--- src/rtl/core/nfrc_pkg.sv ---
// ----------------------------------------------------------------------------
// nfrc_pkg
// Shared types, constants and fixed-point helpers of the Newton root classifier
// ----------------------------------------------------------------------------
package nfrc_pkg;

    localparam int NUM_ROOTS   = 5;
    localparam int IDX_W       = 3;
    localparam int CFG_IDX_W   = 3;
    localparam int STEPS_W     = 7;
    localparam int UPC_W       = 4;
    localparam int DIV_STEPS   = 88;
    localparam int DIV_CNT_W   = 7;

    localparam logic [CFG_IDX_W-1:0] REG_STEPS   = CFG_IDX_W'(NUM_ROOTS);
    localparam logic [STEPS_W-1:0]   STEPS_RESET = STEPS_W'(16);
    localparam logic [63:0]          FAR_LIMIT   = 64'd100 << 48;

    typedef logic [NUM_ROOTS-1:0][31:0] root_vec_t;

    typedef enum logic [3:0] {
        MS_DR_WR, MS_DI_WI, MS_DR_WI, MS_DI_WR,
        MS_PR_WR, MS_PI_WI, MS_PR_WI, MS_PI_WR,
        MS_PR_DR, MS_PI_DI, MS_PI_DR, MS_PR_DI,
        MS_DR_DR, MS_DI_DI, MS_WR_WR, MS_WI_WI
    } mul_sel_t;

    typedef enum logic [1:0] {
        ACC_HOLD, ACC_LOAD, ACC_ADD, ACC_SUB
    } acc_op_t;

    typedef enum logic [3:0] {
        WB_NONE, WB_LOAD, WB_INIT, WB_WSAT, WB_WRAW, WB_TR, WB_TI, WB_D,
        WB_P, WB_NR, WB_NI, WB_DEN, WB_ZR, WB_ZI, WB_BEST, WB_OUT
    } wb_op_t;

    typedef enum logic [2:0] {
        ST_IDLE, ST_INIT, ST_ROOT, ST_NUM, ST_DIV_RE, ST_DIV_IM, ST_DIST, ST_DONE
    } state_t;

    typedef struct packed {
        mul_sel_t         mul;
        acc_op_t          acc;
        wb_op_t           wb;
        logic             div_start;
        logic             div_imag;
        logic [IDX_W-1:0] k;
    } cmd_t;

    typedef struct packed {
        logic d_zero;
        logic div_done;
        logic out_free;
    } status_t;

    typedef struct packed {
        logic [7:0] blue;
        logic [7:0] green;
        logic [7:0] red;
    } rgb_t;

    function automatic logic signed [31:0] sat33(input logic signed [32:0] v);
        if (v[32] != v[31]) begin
            return v[32] ? 32'sh8000_0000 : 32'sh7fff_ffff;
        end
        return v[31:0];
    endfunction

    // floor to q8.24 and saturate
    function automatic logic signed [31:0] sat_shift(input logic signed [65:0] v);
        logic signed [65:0] s;
        s = v >>> 24;
        if ((&s[65:31]) || !(|s[65:31])) begin
            return s[31:0];
        end
        return s[65] ? 32'sh8000_0000 : 32'sh7fff_ffff;
    endfunction

    function automatic logic signed [31:0] q412_to_q824(input logic [15:0] h);
        return {{4{h[15]}}, h, 12'b0};
    endfunction

    function automatic rgb_t root_colour(input logic [IDX_W-1:0] k);
        rgb_t c;
        case (k)
            3'd0:    c = '{blue: 8'd206, green: 8'd161, red: 8'd30};
            3'd1:    c = '{blue: 8'd141, green: 8'd83,  red: 8'd56};
            3'd2:    c = '{blue: 8'd87,  green: 8'd12,  red: 8'd73};
            3'd3:    c = '{blue: 8'd97,  green: 8'd186, red: 8'd87};
            3'd4:    c = '{blue: 8'd142, green: 8'd133, red: 8'd24};
            default: c = '0;
        endcase
        return c;
    endfunction

endpackage

--- src/rtl/core/nfrc_ctrl.sv ---
// ----------------------------------------------------------------------------
// nfrc_ctrl
// Sequencer: Newton steps over all roots, division, nearest-root search
// ----------------------------------------------------------------------------
module nfrc_ctrl import nfrc_pkg::*; (
    input  logic               aclk,
    input  logic               aresetn,
    input  logic               s_tvalid,
    output logic               s_tready,
    input  logic [STEPS_W-1:0] steps,
    input  status_t            status,
    output cmd_t               cmd
);

    state_t             state_reg, state_next;
    logic [UPC_W-1:0]   upc_reg, upc_next;
    logic [IDX_W-1:0]   k_reg, k_next;
    logic [STEPS_W-1:0] it_reg, it_next;

    logic last_root;
    assign last_root = (k_reg == IDX_W'(NUM_ROOTS - 1));

    always_ff @(posedge aclk) begin
        if (!aresetn) begin
            state_reg <= ST_IDLE;
            upc_reg   <= '0;
            k_reg     <= '0;
            it_reg    <= '0;
        end else begin
            state_reg <= state_next;
            upc_reg   <= upc_next;
            k_reg     <= k_next;
            it_reg    <= it_next;
        end
    end

    always_comb begin
        state_next    = state_reg;
        upc_next      = upc_reg;
        k_next        = k_reg;
        it_next       = it_reg;
        cmd.mul       = MS_DR_WR;
        cmd.acc       = ACC_HOLD;
        cmd.wb        = WB_NONE;
        cmd.div_start = 1'b0;
        cmd.div_imag  = 1'b0;
        cmd.k         = k_reg;

        unique case (state_reg)
            ST_IDLE: begin
                it_next  = '0;
                k_next   = '0;
                upc_next = '0;
                if (s_tvalid) begin
                    cmd.wb     = WB_LOAD;
                    state_next = (steps == '0) ? ST_DIST : ST_INIT;
                end
            end
            ST_INIT: begin
                cmd.wb     = WB_INIT;
                k_next     = '0;
                upc_next   = '0;
                state_next = ST_ROOT;
            end
            ST_ROOT: begin
                upc_next = upc_reg + 1'b1;
                unique case (upc_reg)
                    4'd0:  cmd.wb = WB_WSAT;
                    4'd1:  cmd.mul = MS_DR_WR;
                    4'd2:  begin cmd.mul = MS_DI_WI; cmd.acc = ACC_LOAD; end
                    4'd3:  begin cmd.mul = MS_DR_WI; cmd.acc = ACC_SUB; end
                    4'd4:  begin cmd.mul = MS_DI_WR; cmd.acc = ACC_LOAD; cmd.wb = WB_TR; end
                    4'd5:  begin cmd.mul = MS_PR_WR; cmd.acc = ACC_ADD; end
                    4'd6:  begin cmd.mul = MS_PI_WI; cmd.acc = ACC_LOAD; cmd.wb = WB_TI; end
                    4'd7:  begin cmd.mul = MS_PR_WI; cmd.acc = ACC_SUB; cmd.wb = WB_D; end
                    4'd8:  begin cmd.mul = MS_PI_WR; cmd.acc = ACC_LOAD; cmd.wb = WB_TR; end
                    4'd9:  cmd.acc = ACC_ADD;
                    4'd10: cmd.wb = WB_TI;
                    default: begin
                        cmd.wb   = WB_P;
                        upc_next = '0;
                        if (!last_root) begin
                            k_next = k_reg + 1'b1;
                        end else if (!status.d_zero) begin
                            state_next = ST_NUM;
                        end else begin
                            // zero derivative: z held for this step
                            it_next    = it_reg + 1'b1;
                            k_next     = '0;
                            state_next = (it_reg + 1'b1 < steps) ? ST_INIT : ST_DIST;
                        end
                    end
                endcase
            end
            ST_NUM: begin
                upc_next = upc_reg + 1'b1;
                unique case (upc_reg)
                    4'd0: cmd.mul = MS_PR_DR;
                    4'd1: begin cmd.mul = MS_PI_DI; cmd.acc = ACC_LOAD; end
                    4'd2: begin cmd.mul = MS_PI_DR; cmd.acc = ACC_ADD; end
                    4'd3: begin cmd.mul = MS_PR_DI; cmd.acc = ACC_LOAD; cmd.wb = WB_NR; end
                    4'd4: begin cmd.mul = MS_DR_DR; cmd.acc = ACC_SUB; end
                    4'd5: begin cmd.mul = MS_DI_DI; cmd.acc = ACC_LOAD; cmd.wb = WB_NI; end
                    4'd6: cmd.acc = ACC_ADD;
                    default: begin
                        cmd.wb     = WB_DEN;
                        upc_next   = '0;
                        state_next = ST_DIV_RE;
                    end
                endcase
            end
            ST_DIV_RE: begin
                if (upc_reg == '0) begin
                    cmd.div_start = 1'b1;
                    upc_next      = 4'd1;
                end else if (status.div_done) begin
                    cmd.wb     = WB_ZR;
                    upc_next   = '0;
                    state_next = ST_DIV_IM;
                end
            end
            ST_DIV_IM: begin
                cmd.div_imag = 1'b1;
                if (upc_reg == '0) begin
                    cmd.div_start = 1'b1;
                    upc_next      = 4'd1;
                end else if (status.div_done) begin
                    cmd.wb     = WB_ZI;
                    upc_next   = '0;
                    k_next     = '0;
                    it_next    = it_reg + 1'b1;
                    state_next = (it_reg + 1'b1 < steps) ? ST_INIT : ST_DIST;
                end
            end
            ST_DIST: begin
                upc_next = upc_reg + 1'b1;
                unique case (upc_reg)
                    4'd0: cmd.wb = WB_WRAW;
                    4'd1: cmd.mul = MS_WR_WR;
                    4'd2: begin cmd.mul = MS_WI_WI; cmd.acc = ACC_LOAD; end
                    4'd3: cmd.acc = ACC_ADD;
                    default: begin
                        cmd.wb   = WB_BEST;
                        upc_next = '0;
                        if (last_root) begin
                            state_next = ST_DONE;
                        end else begin
                            k_next = k_reg + 1'b1;
                        end
                    end
                endcase
            end
            ST_DONE: begin
                if (status.out_free) begin
                    cmd.wb     = WB_OUT;
                    state_next = ST_IDLE;
                end
            end
            default: state_next = ST_IDLE;
        endcase
    end

    assign s_tready = (state_reg == ST_IDLE);

    a_div_start_state: assert property (@(posedge aclk) disable iff (!aresetn)
        cmd.div_start |-> (state_reg == ST_DIV_RE || state_reg == ST_DIV_IM))
        else $error("division started outside a division phase");

    a_k_in_range: assert property (@(posedge aclk) disable iff (!aresetn)
        k_reg < IDX_W'(NUM_ROOTS))
        else $error("root counter past the last root");

    a_out_leaves_done: assert property (@(posedge aclk) disable iff (!aresetn)
        (cmd.wb == WB_OUT) |=> (state_reg == ST_IDLE))
        else $error("result written without returning to idle");

endmodule

--- config.mk ---
export PLATFORM = sky130hd
export DESIGN_NAME = nfrc_ctrl
export DESIGN_NICKNAME = d
export VERILOG_FILES = /design/src/rtl/core/nfrc_pkg.sv /design/src/rtl/core/nfrc_ctrl.sv
export SDC_FILE = /design/constraint.sdc
export NUM_CORES = 1
export LEC_CHECK = 0
export BUFFER_PORTS_ARGS = -buffer_cell sky130_fd_sc_hd__buf_2
export CAP_MARGIN = 20
export CELL_PAD_IN_SITES_DETAIL_PLACEMENT = 1
export CELL_PAD_IN_SITES_GLOBAL_PLACEMENT = 1
export CORE_MARGIN = 2
export CORE_UTILIZATION = 37
export DETAILED_ROUTE_END_ITERATION = 10
export MAX_ROUTING_LAYER = met4
export PLACE_DENSITY = 0.83
export SETUP_SLACK_MARGIN = 0.5
export SKIP_LAST_GASP = 1
export SLEW_MARGIN = 20
export SYNTH_ARGS = -nofsm -noshare
export SYNTH_HDL_FRONTEND = slang
export SYNTH_SLANG_ARGS = --single-unit
export TNS_END_PERCENT = 30
--- constraint.sdc ---
create_clock -name aclk -period 2.3 [get_ports aclk]
set_clock_uncertainty 0.2 [all_clocks]
set_input_delay 0.23 -clock aclk [delete_from_list [all_inputs] [get_ports aclk]]
set_output_delay 0.23 -clock aclk [all_outputs]
set_load 0.05 [all_outputs]
==> results_dict.tcl <==
set metrics [dict create \
    dp_hpwl_um 5330 \
    drtPass1Iterations 5 \
    powerDensity_nw_per_um2 1020 \
    postLayoutCoreUtil_pct 62.6 \
    critical-path-slowest-cell "or4b_4" \
    largest_reg_flops 7 \
    die_w_um 76.2 \
    syn_nets 300 \
    gr-total-overflow 0 \
    cp-start-kind "flip-flop" \
    drc_errors 0 \
    max-slew-margin-rel_pct 60.4 \
    fin_nets 358 \
    num_io_pins 29 \
    synth_compound_area_share_pct 33.8 \
    path_class "flip-flop to flip-flop" \
    rr_startpoint "upc_reg[1]" \
    synthArstFlopShare_pct 0 \
    p_leak_uw 0.00127 \
    ff2ff_path_depth 10 \
    fin_ws_ns -0.307 \
    drv_slew 0 \
    chipHeight_um 76.2 \
    setup_viol 23 \
    io_buffers 28 \
    clock-sinks 17 \
    synth_simple_gate_area_share_pct 28.2 \
    grt_max_degree 20 \
    syn_to_final_growth_pct 65.0 \
    avgRoutedWirePerCell_um 25.9 \
    htreeDepth 1 \
    dieArea_um2 5800 \
    synthAdderAreaFrac_pct 8.44 \
    seq_area_frac_synth_pct 17.7 \
    synth_xor_area_share_pct 2.27 \
    worstPathCellList "inv_4 -> ha_4 -> buf_12 -> buf_8 -> nor3b_4 -> or4b_4 -> a22oi_2 -> clkbuf_16 -> nand3_1 -> a21oi_1" \
    synth_area_leaders "dfxtp_1, ha_1, a21oi_1, nand2_1, o21ai_0" \
    peakVddDrop_mv 0.617 \
    ys_types 62 \
    grtUsageTotal_pct 28.1 \
    drt_wl_total_um 10400 \
    clk_pin_slew_ns 0.08 \
    routed_via_density 6.61 \
    clk_path_buf_depth 2 \
    synth_edf_count 0 \
    drive_gt1_share_pct 51.7 \
    syn_inst 274 \
    outcome "finished, violations left" \
    dp_slack_ns -0.0658 \
    violations "setup timing" \
    synth_flop_cell "dfxtp_1" \
    avgSynthCellArea_um2 7.03 \
    initial_core_util_pct 38.0 \
    diodes 0 \
    clock_latency_ns 0.28 \
    yosysTopAreaCell "dfxtp_1" \
    end_kind "flip-flop" \
    r2r_end "it_reg[5]" \
    cts_tree "built" \
    ant_nets 0 \
    fin_tns_setup_ns -4.30 \
    synthMuxAreaShare_pct 1.10 \
    synth_warnings 0 \
    yosysTopAreaCellShare_pct 17.7 \
    crit_buf_inv 4 \
    crit_fanout 6 \
    crit_start "upc_reg[1]" \
    numCtsBuffers 3 \
    crit_family "simple AND/OR/NAND/NOR gates" \
    synth_area_um2 1930 \
    hold_class "primary input to flip-flop" \
    worst_pin_slew_ns 0.593 \
    coreArea_um2 5070 \
    row_count 26 \
    endpoint "it_reg[5]" \
    worstPathRequired_ns 2.30 \
    synth_most_common_cell "nand2_1" \
    grt_pass1_vias 2596 \
    hold_violations 0 \
    rsz0062_at_grt "yes" \
    gp_congestion 0.867 \
    slowest_delay_ns 0.51 \
    reg2reg_slack_ns -0.31 \
    cp.depth 10 \
    synthTopCellsByCount "nand2_1, a21oi_1, nor2_1, o21ai_0" \
    cap_violations 0 \
    synth_top_family_by_area "compound AO/OA/AOI/OAI gates" \
    fin_crit_ns 2.61 \
    max_freq_mhz 384 \
    grt_pass1_wl_um 13000 \
    antenna_found_initial 0 \
    arrival_ns 2.61 \
    drtIter0Drc 243 \
    cts_root_buffer "clkbuf_8" \
    vias 2649 \
    postCtsHoldBufs 0 \
    finalCritPeriodShare_pct 113 \
    synth-seq-cells 17 \
]
==> placed cells by master, fill, tap and decap left out, types with 5 or more instances in the layout <==
cell type / netlist / layout
buf_4: 3 / 31
a21oi_1: 20 / 11
nor2_1: 19 / 12
nand2_1: 25 / 22
inv_1: 17 / 15
nand3_1: 13 / 9
buf_6: 0 / 16
dfxtp_1: 17 / 6
nand2b_1: 6 / 5
a21oi_2: 1 / 6
ha_4: 0 / 5
buf_2: 4 / 19
o21ai_0: 18 / 11
dfxtp_4: 0 / 7
==> worst min path at each step <==
| stage | start | end | slack, ns | cells after the start |
|---|---|---|---|---|
| after floorplan | it_reg[6] | it_reg[6] | 0.26 | 2 |
| after global placement | it_reg[6] | it_reg[6] | 0.27 | 2 |
| after detailed placement | it_reg[6] | it_reg[6] | 0.29 | 2 |
| after CTS | aresetn | upc_reg[0] | 0.08 | 2 |
| after global routing | aresetn | upc_reg[0] | 0.12 | 2 |
| final | aresetn | upc_reg[0] | 0.11 | 2 |
==> per-stage QoR <==
stage,hold WS [ns],power [µW],instances,area [µm²]
after CTS,0.0820,2750,389,2810
after global placement,0.266,2100,377,2470
final,0.109,3230,401,3180
after floorplan,0.257,1680,274,2130
after global routing,0.117,3330,401,3180
after detailed placement,0.286,2170,377,2470
==> where the power goes <==
part / switching (µW) / internal [µW] / total, µW
Sequential: 73.5 / 338 / 411
Clock: 131 / 121 / 252
Combinational: 1490 / 1080 / 2570
Total: 1690 / 1540 / 3230
==> what timing repair did <==
item | in CTS | in global routing
pin swaps | 13 | 19
cloned | 0 | 1
buffers inserted | 8 | 11
resized for setup | 63 | 50
setup endpoints to repair | 30 | 30
==> routing by layer <==
metal	vias to the layer above	part of all wire [%]	routed length, µm	GRT usage (%)
met3	46	6.8	711	3.20
met4	0	4.4	454	10.4
met5	-	0	0	-
met1	1307	38	3920	32.6
met2	168	51	5310	50.0
li1	1128	-	-	-
==> cell type report <==
| class | instances | area [µm²] |
|---|---|---|
| clock buffers | 3 | 41.3 |
| clock inverters | 1 | 5.00 |
| fillers | 590 | 1900 |
| inverters | 18 | 72.6 |
| multi-input cells | 218 | 1950 |
| flip-flops and latches | 17 | 372 |
| well taps | 70 | 87.6 |
| repair buffers | 74 | 653 |
==> worst register-to-register path: stages, from the launching register on <==
cell and delay (ns):
dfxtp_4 0.39, inv_4 0.05, ha_4 0.16, buf_12 0.13, buf_8 0.12, nor3b_4 0.16, or4b_4 0.51, a22oi_2 0.31
clkbuf_16 0.23, nand3_1 0.09, a21oi_1 0.19
==> logic make-up (layout without fill, tap and decap cells) <==
family | after synthesis | in the layout
flops | 17 | 17
compound gates | 95 | 95
buf+inv | 39 | 96
mux | 2 | 2
simple gates | 103 | 103
xor+xnor | 5 | 5
fa+ha+maj | 13 | 13
Power figures use the tool's default switching activity.
